[config.mk]
export PLATFORM = sky130hd
export DESIGN_NAME = htlp_ram
export DESIGN_NICKNAME = d
export VERILOG_FILES = /design/src/rtl/htlp_ram.sv
export SDC_FILE = /design/constraint.sdc
export NUM_CORES = 2
export LEC_CHECK = 0
export ABC_CLOCK_PERIOD_IN_PS = 3450
export BUFFER_PORTS_ARGS = -buffer_cell sky130_fd_sc_hd__buf_4
export CORE_UTILIZATION = 41
export DETAILED_ROUTE_END_ITERATION = 6
export GPL_TIMING_DRIVEN = 0
export PLACE_DENSITY_LB_ADDON = 0.25
export SYNTH_ARGS = -nofsm -noshare
export SYNTH_HDL_FRONTEND = slang
export SYNTH_SLANG_ARGS = --single-unit
export TNS_END_PERCENT = 20
[constraint.sdc]
create_clock -name clk_i -period 3.45 [get_ports clk_i]
set_input_delay 0.1725 -clock clk_i [delete_from_list [all_inputs] [get_ports clk_i]]
set_output_delay 0.1725 -clock clk_i [all_outputs]
set_load 0.02 [all_outputs]
[src/rtl/htlp_ram.sv]
// Generic single-port RAM with registered read.
`timescale 1ns / 1ps
`default_nettype none
module htlp_ram #(
  parameter int unsigned Width = 32,
  parameter int unsigned Depth = 64
) (
  input  wire logic                     clk_i,
  input  wire logic                     we_i,
  input  wire logic [$clog2(Depth)-1:0] addr_i,
  input  wire logic [Width-1:0]         wdata_i,
  output logic      [Width-1:0]         rdata_o
);
  logic [Width-1:0] mem_q [Depth];

  always_ff @(posedge clk_i) begin
    if (we_i) mem_q[addr_i] <= wdata_i;
    rdata_o <= mem_q[addr_i];
  end
endmodule
`default_nettype wire

==> results.md <==
- Sink Count: 2080
- Crit path top cell by count: buf_2
- Peak supply drop: 0.0004472 V
- Share of the synthesized area in the top cell type: 0.7792
- Cells after synthesis: 4239
- Vias in the first global route: 43610
- CTS H-tree depth: 4
- Share of cells above drive strength 1: 0.1899
- Slowest stage cell, crit path: nor2_1
- Post-route minimum period: 3665 ps
- Die ar.: 194300 um^2
- Cell count after placement: 6891
- Syn Area/Cell: 18.62 um^2
- Final hold slack: 109.9 ps
- Syn Nets: 4279
- Area grow syn2layout: 17.29%
- Initial DRC count: 6300
- Post-synth cell types: 56
- Pwr Density: 580.5 nW/um^2
- Max frequency: 272.8 MHz
- Worst path cell trace: buf_4 > buf_2 > buf_2 > nand2_1 > nor2_1 > clkbuf_1 > a22oi_1 > a31oi_1 > a2111oi_1 > clkdlybuf4s18_2 > nand3_1
- Vias: 44930
- Register area share after synthesis: 0.7873
- Slew HR: 0.04375
- Yosys Warn Count: 0
- Final Setup Violations: 100
- Fin util: 0.4858
- Drt first pass iters: 7
- Rows: 160
- Port buffer count: 70
- Post-synth top flop: edfxtp_1
- CP top delay family: buffers and inverters
- Max_cap viols: 0
- Fin nets: 4720
- Max-slew violations: 0
- Root Buffer: clkbuf_16
- Clock-pin slew on the worst setup and hold paths: 60 ps
- Failing checks: antenna rules, DRC, setup timing
- Initial antenna violation count: 10
- Delay of the slowest critical-path stage: 840 ps
- Multi-input gate area: 16130 um^2
- Endpoints failing hold: 0
- Slack of the critical path: -215.2 ps
- Die width: 440.8 um
- Register Area: 62140 um^2
- TritonCTS buffer count: 207
- Yosys reg bits: 2080
- Post-route ant nets: 1
- WS Path Type: input pin to flip-flop
- Final non-filler cell total: 7377
- CP Max Fanout: 10
- Final estimated routing congestion in global placement: 0.9123
- CP endpoint kind: flip-flop
- CP bufs+invs: 5
- Number of synthesized flops with an enable pin: 2048
- DRC Markers: 4
- Global-route wire length before repair: 338.1 mm
- Outcome: complete, but fails checks
- Clock skew: 37.93 ps
- GRT Util Overall: 0.2493
- Final period utilization: 1.062
- HP Class: input pin to flip-flop
- Ys async rst share: 0
- Total gr overflow: 0
- Clk buf depth: 3
- Cell taking the most area after synthesis: edfxtp_1
- Lkg Pwr: 29.68 nW
- RSZ-0062 raised after global routing: true
- CP arrival: 4440 ps
- Avg WL per Cell: 33.26 um
- Core region area: 190600 um^2
- Largest net degree at the start of global routing: 65
- Skew-Pair Late Insertion Delay: 850 ps
- CTS tree: done
- Final Power: 53.74 mW
- Initial core utilization: 0.4141
- CP required: 4220 ps
- Most frequent cells in the layout: edfxtp_1 (2048), mux2i_1 (259), clkbuf_16 (213)
- Filler Cell Count: 15680
- Worst slew pin tran: 1434 ps
- Final WL: 245.4 mm
- Die Ht: 440.8 um
- Vias per Instance: 6.090
- Top cells by area, synth: edfxtp_1 (78%), mux2i_1 (3.3%), mux4_2 (2.7%), mux2_2 (2.1%), a221oi_1 (1.9%)
- CP startpoint kind: input pin
- Detailed Place HPWL: 158.2 mm
- Setup TNS: -7591 ps
- Boundary pin count: 72
- Netlist area before placement: 78930 um^2
- Commonest non-fill, non-tap cell in the layout: edfxtp_1
-- cell usage after synthesis (16+ instances only) --
cell      count
a211oi_1     17
a21oi_1     121
a221oi_1    175
a222oi_1     16
a22o_1       66
a22oi_1     188
a31oi_1      43
and3_1       85
buf_1        33
buf_2        83
clkbuf_1    168
dfxtp_1      32
edfxtp_1   2048
mux2_2      147
mux2i_1     259
mux4_2       96
nand2_1      28
nand2b_1     18
nand3_1      54
nor2_1      145
nor3_1       22
o21ai_0      84
o22a_1       70
o22ai_1      93
-- flip-flops by register name (all words and copies together) (netlist names) --
signal	cells
mem_q	2048
rdata_o	32
-- final timing paths --
path	start	endpoint	slack, ps	depth (start not counted)
worst min-delay path	we_i	mem_q[31][31]$_DFFE_PP_	110	3
worst min register to register	mem_q[4][14]$_DFFE_PP_	rdata_o[14]$_DFF_P_	670	4
worst max-delay path	addr_i[1]	rdata_o[22]$_DFF_P_	-220	11
worst max register to register	mem_q[26][5]$_DFFE_PP_	rdata_o[5]$_DFF_P_	420	5
-- layer usage --
layer	share of wire	track usage
met2	0.47	0.3959
met4	0.049	0.1093
met5	0.00015	0
met3	0.095	0.05152
met1	0.39	0.3317
-- through the flow --
| stage | setup slack (ps) | cell area [um^2] |
|---|---|---|
| after floorplan | 38.76 | 78930 |
| final | -215.2 | 92580 |
| after CTS | -186.5 | 92390 |
| after global routing | -101.0 | 92550 |
| after global placement | -3706 | 82600 |
| after detailed placement | -1961 | 84560 |
-- cells by family (layout without fill, tap and decap cells) --
| kind of cell | count (synthesis) | after routing | synth area share |
|---|---|---|---|
| buffers and inverters | 300 | 915 | 0.01682 |
| muxes | 502 | 502 | 0.08121 |
| and+or+nand+nor | 424 | 424 | 0.02806 |
| other | 0 | 12 | 0 |
| AOI/OAI and AO/OA | 933 | 933 | 0.08662 |
| DFF | 2080 | 2080 | 0.7873 |
-- worst register-to-register path: stages, from the launching register on --
cell and delay [ps]:
edfxtp_1 370, mux4_2 500, mux2i_1 480, nor2_1 140
or4b_1 600, or4_1 740
-- where the power goes --
| part | total (mW) | internal (mW) | leakage (nW) | switching, mW |
|---|---|---|---|---|
| Combinational | 3.22 | 0.919 | 7.71 | 2.30 |
| Clock | 22.5 | 12.9 | 3.27 | 9.63 |
| Sequential | 28.0 | 28.0 | 18.7 | 0.0565 |
| Total | 53.7 | 41.8 | 29.7 | 12.0 |
-- layout make-up --
type	instances	area share
flip-flops and latches	2080	0.6712
repair buffers	232	0.03272
multi-input cells	1859	0.1742
clock inverters	119	0.01262
clock buffers	264	0.05997
diodes	12	0.0003244
plain buffers	298	0.01492
well taps	2511	0.03394
inverters	2	0.00008109
-- what timing repair did --
action	4_1_cts	5_1_grt
setup buffers	47	12
setup endpoints to repair	1746	505
pin swaps	31	9
hold endpoints to repair	1690	0
hold buffers	32	0
resized for setup	41	20
(Power assumes the default switching activity.)
