===== src/rtl/htlp_pkg.sv =====
// Package for the linear probing hash table: constants, codes and types.
`timescale 1ns / 1ps
`default_nettype none
package htlp_pkg;
  localparam int unsigned TableSlots = 64;
  localparam int unsigned KeyBytes   = 8;
  localparam int unsigned ValueBits  = 32;
  localparam int unsigned KeyW       = 64;
  localparam int unsigned InValW     = 32;
  localparam int unsigned HashW      = 32;

  typedef enum logic [1:0] {
    ModeInsert = 2'd0,
    ModeLookup = 2'd1,
    ModeRemove = 2'd2,
    ModeNone   = 2'd3
  } mode_e;

  typedef enum logic [1:0] {
    StatusOk      = 2'd0,
    StatusMissing = 2'd1,
    StatusDup     = 2'd2,
    StatusFull    = 2'd3
  } status_e;

  typedef enum logic [1:0] {
    SlotEmpty   = 2'd0,
    SlotUsed    = 2'd1,
    SlotDeleted = 2'd2,
    SlotRsvd    = 2'd3
  } slot_e;

  // hash unit control / status
  typedef struct packed {
    logic start;
  } hash_ctl_t;

  typedef struct packed {
    logic done;
  } hash_sts_t;
endpackage
`default_nettype wire


===== src/rtl/htlp_hash.sv =====
// One-at-a-time hash unit, one key byte per cycle, then three finish steps.
`timescale 1ns / 1ps
`default_nettype none
module htlp_hash #(
  parameter int unsigned KeyBytes = htlp_pkg::KeyBytes
) (
  input  wire logic                      clk_i,
  input  wire logic                      rst_ni,
  input  wire htlp_pkg::hash_ctl_t       ctl_i,
  input  wire logic [htlp_pkg::KeyW-1:0] key_i,
  output htlp_pkg::hash_sts_t            sts_o,
  output logic [htlp_pkg::HashW-1:0]     hash_o
);
  localparam int unsigned CntW = $clog2(KeyBytes + 4);
  localparam logic [CntW-1:0] LastByte = CntW'(KeyBytes - 1);
  localparam logic [CntW-1:0] Fin0 = CntW'(KeyBytes);
  localparam logic [CntW-1:0] Fin1 = CntW'(KeyBytes + 1);
  localparam logic [CntW-1:0] Fin2 = CntW'(KeyBytes + 2);

  logic            busy_q, busy_d;
  logic [CntW-1:0] cnt_q, cnt_d;
  logic [31:0]     h_q, h_d, t;
  logic [63:0]     key_q, key_d;
  logic            done_q, done_d;

  always_comb begin
    busy_d = busy_q;
    cnt_d  = cnt_q;
    h_d    = h_q;
    key_d  = key_q;
    done_d = 1'b0;
    t      = '0;
    if (ctl_i.start) begin
      busy_d = 1'b1;
      cnt_d  = '0;
      h_d    = '0;
      key_d  = key_i;
    end else if (busy_q) begin
      cnt_d = cnt_q + 1'b1;
      if (cnt_q <= LastByte) begin
        t     = h_q + {24'd0, key_q[7:0]};
        t     = t + (t << 10);
        h_d   = t ^ (t >> 6);
        key_d = key_q >> 8;
      end else if (cnt_q == Fin0) begin
        h_d = h_q + (h_q << 3);
      end else if (cnt_q == Fin1) begin
        h_d = h_q ^ (h_q >> 11);
      end else if (cnt_q == Fin2) begin
        h_d    = h_q + (h_q << 15);
        busy_d = 1'b0;
        done_d = 1'b1;
      end
    end
  end

  always_ff @(posedge clk_i or negedge rst_ni) begin
    if (!rst_ni) begin
      busy_q <= 1'b0;
      cnt_q  <= '0;
      done_q <= 1'b0;
    end else begin
      busy_q <= busy_d;
      cnt_q  <= cnt_d;
      done_q <= done_d;
    end
  end

  always_ff @(posedge clk_i) begin
    h_q   <= h_d;
    key_q <= key_d;
  end

  assign sts_o.done = done_q;
  assign hash_o     = h_q;
endmodule
`default_nettype wire


===== config.mk =====
export PLATFORM = sky130hd
export DESIGN_NAME = htlp_hash
export DESIGN_NICKNAME = d
export VERILOG_FILES = /design/src/rtl/htlp_pkg.sv /design/src/rtl/htlp_hash.sv
export SDC_FILE = /design/constraint.sdc
export NUM_CORES = 1
export LEC_CHECK = 0
export ABC_AREA = 1
export BUFFER_PORTS_ARGS = -buffer_cell sky130_fd_sc_hd__buf_2
export CAP_MARGIN = 0
export CORE_MARGIN = 3
export CORE_UTILIZATION = 61
export CTS_CLUSTER_DIAMETER = 80
export CTS_CLUSTER_SIZE = 25
export DETAILED_ROUTE_END_ITERATION = 8
export PLACE_DENSITY = 0.79
export SLEW_MARGIN = 20
export SYNTH_ARGS = -nofsm -noshare
export SYNTH_HDL_FRONTEND = slang
export SYNTH_SLANG_ARGS = --single-unit
export TNS_END_PERCENT = 20

===== constraint.sdc =====
create_clock -name clk_i -period 7.4 [get_ports clk_i]
set_input_delay 1.48 -clock clk_i [delete_from_list [all_inputs] [get_ports clk_i]]
set_output_delay 1.48 -clock clk_i [all_outputs]
set_load 0.02 [all_outputs]

==> flow_metrics.py, run 1 <==
metrics = {
    "cts": {
        "clk_latency_ns": 0.37,
        "cts_tree": "built",
        "cts_setup_buffers": 0,
        "post_cts_resized": 0,
        "root_buffer": "clkbuf_16",
        "cts_hold_buf": 0,
        "cts_max_level": 3,
        "path_clk_slew_ns": 0.09,
        "clock-sinks": 102,
        "cts_buffers": 9,
        "clockBufferDepth": 2,
    },
    "sta": {
        "maxSlewViolCount": 0,
        "tns_ns": 0,
        "clock_skew_ns": 0.0176,
        "finalWorstSetupSlack_ns": 2.64,
        "setup_viol": 0,
        "post-route-period-util_pct": 64.3,
        "hold_viol_final": 0,
        "worst_slew_pin_slew_ns": 0.875,
        "fmax_ghz": 0.210,
        "slew_headroom_pct": 41.7,
        "rsz0062_at_grt": "false",
        "fin_crit_ns": 4.76,
    },
    "finish": {
        "multiInputGateArea_um2": 6380,
        "nFillCells": 1359,
        "drive_above_1_share_pct": 11.8,
        "syn_to_final_growth_pct": 9.41,
        "antenna-diode-count": 0,
        "fin_area_um2": 10800,
        "final_net_count": 1667,
        "register_area_um2": 2710,
    },
    "floorplan": {
        "core_um2": 15500,
        "fp.dieW_um": 133,
        "rows": 45,
        "io_pins": 100,
        "start_util_pct": 63.8,
        "die-area_um2": 17800,
        "die_h_um": 133,
    },
    "power": {
        "p_per_area_nw_per_um2": 426,
        "power.total_mw": 4.62,
        "leakage_nw": 5.65,
        "irDropWorstVdd_v": 0.000222,
    },
    "logic_synthesis": {
        "synth_area_leaders": "edfxtp_1, nand2_1, ha_1",
        "netlist.top_cell.by_area": "edfxtp_1",
        "netlist_area_um2": 9910,
        "syn_nets": 1592,
        "ys.flop_type": "edfxtp_1",
        "avgSynthCellArea_um2": 6.86,
        "synth_xor_area_share_pct": 8.69,
        "synthAdderAreaFrac_pct": 10.4,
        "ys_ff_latch": 102,
        "ys_seq_area_share_pct": 27.4,
        "synth-async-reset-ratio_pct": 5.88,
        "yosysWarnings": 0,
        "muxShareOfSynthArea_pct": 0,
        "synth_simple_gate_area_share_pct": 30.0,
        "synth.most_common_cell": "nand2_1",
        "syn_inst": 1445,
        "synth_edf_count": 64,
        "yosysUniqueCellTypes": 54,
        "synth_top_area_share_pct": 19.4,
        "synth_top_family_by_area": "simple AND/OR/NAND/NOR gates",
        "synth_common_cells": "nand2_1, inv_1, a21oi_1",
        "synth_compound_area_share_pct": 15.3,
    },
    "global_route": {
        "grt-ovfl-total": 0,
        "first_global_vias": 9164,
        "antenna_found_initial": 0,
        "grt_usage_pct": 34.7,
        "grt_pass1_wl_um": 48800,
        "grt_max_degree": 82,
    },
    "placed_design": {
        "gp_congestion": 1.03,
        "io_buffer_count": 99,
        "place_ws_ns": 2.79,
        "place_hpwl_um": 23900,
        "place_area_um2": 10500,
    },
    "detailed_routing": {
        "drt-pass1-iter-count": 6,
        "drc": 0,
        "routedWlPerCell_um": 18.0,
        "routed_via_density": 5.80,
        "vias": 10061,
        "ant_nets": 0,
        "drt-total-wl_um": 31200,
        "drt_iter0_markers": 1144,
    },
    "flow_run": {
        "maxCapViolations": 0,
    },
    "setup_path": {
        "critPathArrivalTime_ns": 5.00,
        "path_max_fanout": 6,
        "critPathSlowestCell": "dfxtp_1",
        "critical_path.top_delay_family": "simple AND/OR/NAND/NOR gates",
        "end_kind": "flop",
        "slowest_delay_ns": 0.47,
        "reg2reg_slack_ns": 2.64,
        "crit_chain": "ha_1, inv_1, fa_1, o21ai_1, nand4_1, o211ai_1, nand3_2, nor2_4, nand2_1, nor2_4, nand2_2, nor2_4, nand3_1, xnor2_1, ha_1, a21oi_1, inv_1, a31oi_1, o21a_1, nand2_1, xnor2_1, nand3_1, nand3_1, a21oi_1",
        "crit_required_ns": 7.65,
        "critPathBufInv": 2,
        "critical_path_class": "flop to flop",
        "startpoint_type": "flop",
    },
    "status": {
        "status": "finished clean",
    },
    "min_path": {
        "hold_path.class": "flop to flop",
    },
}
-- sequential cells by signal, indices dropped and copies added, names as in the netlist --
name,count
key_q,64
sts_o,1
hash_o,32
cnt_q,4
busy_q,1
-- per-layer routing --
metal | share of wire (%) | wire [µm] | track usage [%] | up-vias
met5 | 0 | 0 | 0 | -
met4 | 4.8 | 1490 | 14.8 | 0
met3 | 9.0 | 2790 | 6.04 | 114
met2 | 45 | 14000 | 56.2 | 526
met1 | 41 | 12900 | 46.0 | 4496
li1 | - | - | - | 4925
-- power breakdown --
| group | switching [mW] | leakage, nW | internal [mW] |
|---|---|---|---|
| sequential | 0.304 | 1.05 | 0.720 |
| clock | 0.266 | 0.157 | 0.250 |
| combinational | 1.98 | 4.44 | 1.10 |
| total | 2.55 | 5.65 | 2.07 |
-- final timing paths --
| path | cells past startpoint | end | from |
|---|---|---|---|
| hold reg to reg | 2 | key_q[45] | key_q[53] |
| min in group asynchronous | 1 | busy_q | rst_ni |
| setup reg to reg | 24 | hash_o[25] | hash_o[0] |
| setup / recovery | 24 | hash_o[25] | hash_o[0] |
| hold / removal | 2 | key_q[45] | key_q[53] |
| max in group asynchronous | 1 | sts_o | rst_ni |
-- cells in the final DEF, fill, tap and decap left out, types with 5 or more instances in the layout --
cell type and n:
nor2_4 5, buf_2 99, a211oi_1 6, xor2_1 55
a21oi_1 134, a31oi_1 10, nor2_2 6, o21a_1 5
inv_1 155, clkbuf_16 9, dfrtp_1 6, or2_2 6
nand3_2 7, nor3_1 7, xnor2_1 34, nand2_2 17
edfxtp_1 64, a21o_1 7, o21ai_1 8, nor2_1 96
a221oi_1 9, o21ai_0 67, nand3_1 83, ha_1 76
nand2_1 440, nand4_1 14, buf_4 9, dfxtp_1 32
xor2_2 5
-- per-stage QoR --
stage          util (%)  cells  hold slack [ns]
6_report           69.8   1736            0.514
5_1_grt            69.8   1736            0.525
4_1_cts            69.8   1736            0.518
3_5_place_dp       67.7   1720            0.498
3_3_place_gp       67.7   1720            0.491
2_1_floorplan         -   1445            0.487
-- area by class of cell --
cell class | instances | area share, %
Timing Repair Buffer | 108 | 5.19
Tap cell | 211 | 2.43
Clock buffer | 9 | 2.08
Inverter | 160 | 5.54
Multi-Input combinational cell | 1139 | 58.9
Clock inverter | 7 | 0.865
Sequential cell | 102 | 25.0
-- worst reg2reg max path, cell delays in order, from the launching register on --
cell and delay (ns):
dfxtp_1 0.47, ha_1 0.27, inv_1 0.07, fa_1 0.39, o21ai_1 0.26, nand4_1 0.12, o211ai_1 0.16, nand3_2 0.18
nor2_4 0.15, nand2_1 0.12, nor2_4 0.16, nand2_2 0.09, nor2_4 0.14, nand3_1 0.10, xnor2_1 0.17, ha_1 0.42
a21oi_1 0.19, inv_1 0.08, a31oi_1 0.25, o21a_1 0.17, nand2_1 0.10, xnor2_1 0.27, nand3_1 0.12, nand3_1 0.11
a21oi_1 0.07
-- cells by family (layout without fill, tap and decap cells) --
| family | count (synthesis) | in the layout |
|---|---|---|
| xor+xnor | 94 | 94 |
| fa+ha+maj | 80 | 80 |
| buf+inv | 204 | 284 |
| flops | 102 | 102 |
| compound gates | 270 | 270 |
| simple gates | 695 | 695 |
Power figures use the tool's default switching activity.
==> inputs of run 2 (changes only) <==
CORE_UTILIZATION = 55   (was 61)
PLACE_DENSITY = 0.75   (was 0.79)
clock period = 4.3 ns   (was 7.4 ns; I/O delays follow)
==> flow_metrics.py, run 2 (synthesized netlist as in run 1, its figures left out) <==
metrics = {
    "status": {
        "status": "finished clean",
    },
    "cts": {
        "cts_buffers": 9,
        "clock-sinks": 102,
        "clk_latency_ns": 0.36,
        "root_buffer": "clkbuf_16",
        "cts_tree": "built",
        "clockBufferDepth": 2,
        "cts_max_level": 3,
        "path_clk_slew_ns": 0.08,
        "cts_hold_buf": 0,
    },
    "global_route": {
        "antenna_found_initial": 0,
        "grt_max_degree": 79,
        "grt_usage_pct": 32.3,
        "first_global_vias": 9508,
        "grt_pass1_wl_um": 50200,
        "grt-ovfl-total": 0,
    },
    "placed_design": {
        "gp_congestion": 0.992,
        "io_buffer_count": 99,
        "place_hpwl_um": 25300,
        "place_area_um2": 10800,
        "dp_cells": 1769,
    },
    "finish": {
        "layout_common_cells": "nand2_1, inv_1, a21oi_1",
        "drive_above_1_share_pct": 17.2,
        "instances_no_fill": 1792,
        "syn_to_final_growth_pct": 15.0,
        "antenna-diode-count": 0,
        "fin_area_um2": 11400,
        "nFillCells": 1629,
        "largest_reg_flops": 64,
        "fin_util_pct": 65.2,
        "final_net_count": 1709,
        "layout_commonest_cell": "nand2_1",
        "largest-register": "key_q",
    },
    "detailed_routing": {
        "routedWlPerCell_um": 18.1,
        "top_layer_used": "met4",
        "m1WireLength_um": 13600,
        "drt-total-wl_um": 32500,
        "vias": 10217,
        "drc": 0,
        "drt-pass1-iter-count": 5,
        "drt_iter0_markers": 956,
        "routed_via_density": 5.70,
        "route.met3.wl_um": 2410,
        "ant_nets": 0,
        "wl_met2_um": 15300,
    },
    "sta": {
        "clock_skew_ns": 0.0148,
        "worst_slew_pin_slew_ns": 0.806,
        "fmax_ghz": 0.238,
        "hold-worst-slack_ns": 0.309,
        "rsz0062_at_grt": "true",
        "post-route-period-util_pct": 97.7,
        "setup_viol": 0,
        "slew_headroom_pct": 46.2,
        "hold_viol_final": 0,
        "fin_crit_ns": 4.20,
        "maxSlewViolCount": 0,
    },
    "flow_run": {
        "maxCapViolations": 0,
    },
    "power": {
        "leakage_nw": 5.95,
        "irDropWorstVdd_v": 0.000413,
        "p_per_area_nw_per_um2": 741,
    },
    "setup_path": {
        "reg2reg_depth": 27,
        "critPathArrivalTime_ns": 4.49,
        "startpoint_type": "flop",
        "crit_required_ns": 4.59,
        "slowest_delay_ns": 0.38,
        "end_kind": "flop",
        "critPathSlowestCell": "edfxtp_1",
        "critical_path_class": "flop to flop",
        "path_max_fanout": 3,
        "r2r-end": "hash_o[24]",
        "cp_common_cell": "nand3_2",
        "reg2reg_from": "key_q[0]",
        "reg2reg_slack_ns": 0.1,
    },
    "floorplan": {
        "rows": 48,
        "die-area_um2": 19700,
        "die_h_um": 140,
        "io_pins": 100,
        "fp.dieW_um": 140,
        "start_util_pct": 56.7,
        "core_um2": 17500,
    },
    "min_path": {
        "hold_path.class": "input port to async pin",
    },
}
==> run 2: cell count changes in the layout (fill, tap and decap cells not counted), sizes merged <==
cell    before  now
bufinv       0    1
clkinv       3    5
inv        164  161
buf        108  150
==> run 2: timing repair <==
| item | in CTS | in global routing |
|---|---|---|
| resized for setup | 1 | 55 |
| buffers inserted | 0 | 7 |
| endpoints found under the setup margin | 3 | 21 |
| pin swaps | 1 | 35 |
==> run 2: critical path: cells and delay by family (launching register included) <==
kind,cells,cell delay (ns)
compound gates,3,0.44
fa+ha+maj,3,0.87
simple gates,18,2.16
buf+inv,2,0.10
flops,1,0.38
xor+xnor,1,0.17
==> run 2: power by group <==
part	leakage (nW)	internal (mW)	switching (mW)
sequential	1.05	1.24	0.238
combinational	4.73	2.21	3.86
clock	0.158	0.472	0.428
==> run 2: cell type report <==
type                    instances  area (µm²)  area share [%]
flip-flops and latches        102        2710            23.8
well taps                     225         282            2.47
clock buffers                   9         225            1.98
clock inverters                 7         100           0.878
repair buffers                150         882            7.74
multi-input cells            1139        6600            57.9
inverters                     160         603            5.29
==> run 2: through the flow <==
step	total power, mW	worst slack [ns]	setup TNS (ns)
after floorplan	5.47	0.140	0
after global placement	7.17	0.0865	0
after detailed placement	7.18	0.0276	0
after CTS	8.11	-0.00669	-0.00669
after global routing	9.06	-0.108	-0.781
final	8.45	0.0983	0
==> run 2: worst max-delay path by stage <==
stage              start    endpoint  slack, ns  cells past startpoint
3_5_place_dp   hash_o[0]  hash_o[19]       0.03                     22
6_report        key_q[0]  hash_o[24]        0.1                     27
5_1_grt         key_q[0]  hash_o[25]      -0.11                     24
4_1_cts        hash_o[0]  hash_o[19]     -0.007                     22
2_1_floorplan   cnt_q[3]    key_q[0]       0.14                      3
3_3_place_gp   hash_o[0]  hash_o[25]       0.09                     24
==> run 2: layer usage <==
| layer | up-vias | global-route usage (%) |
|---|---|---|
| li1 | 5013 | - |
| met1 | 4662 | 42.8 |
| met2 | 455 | 53.8 |
| met3 | 87 | 4.40 |
| met4 | 0 | 12.1 |
| met5 | - | 0 |
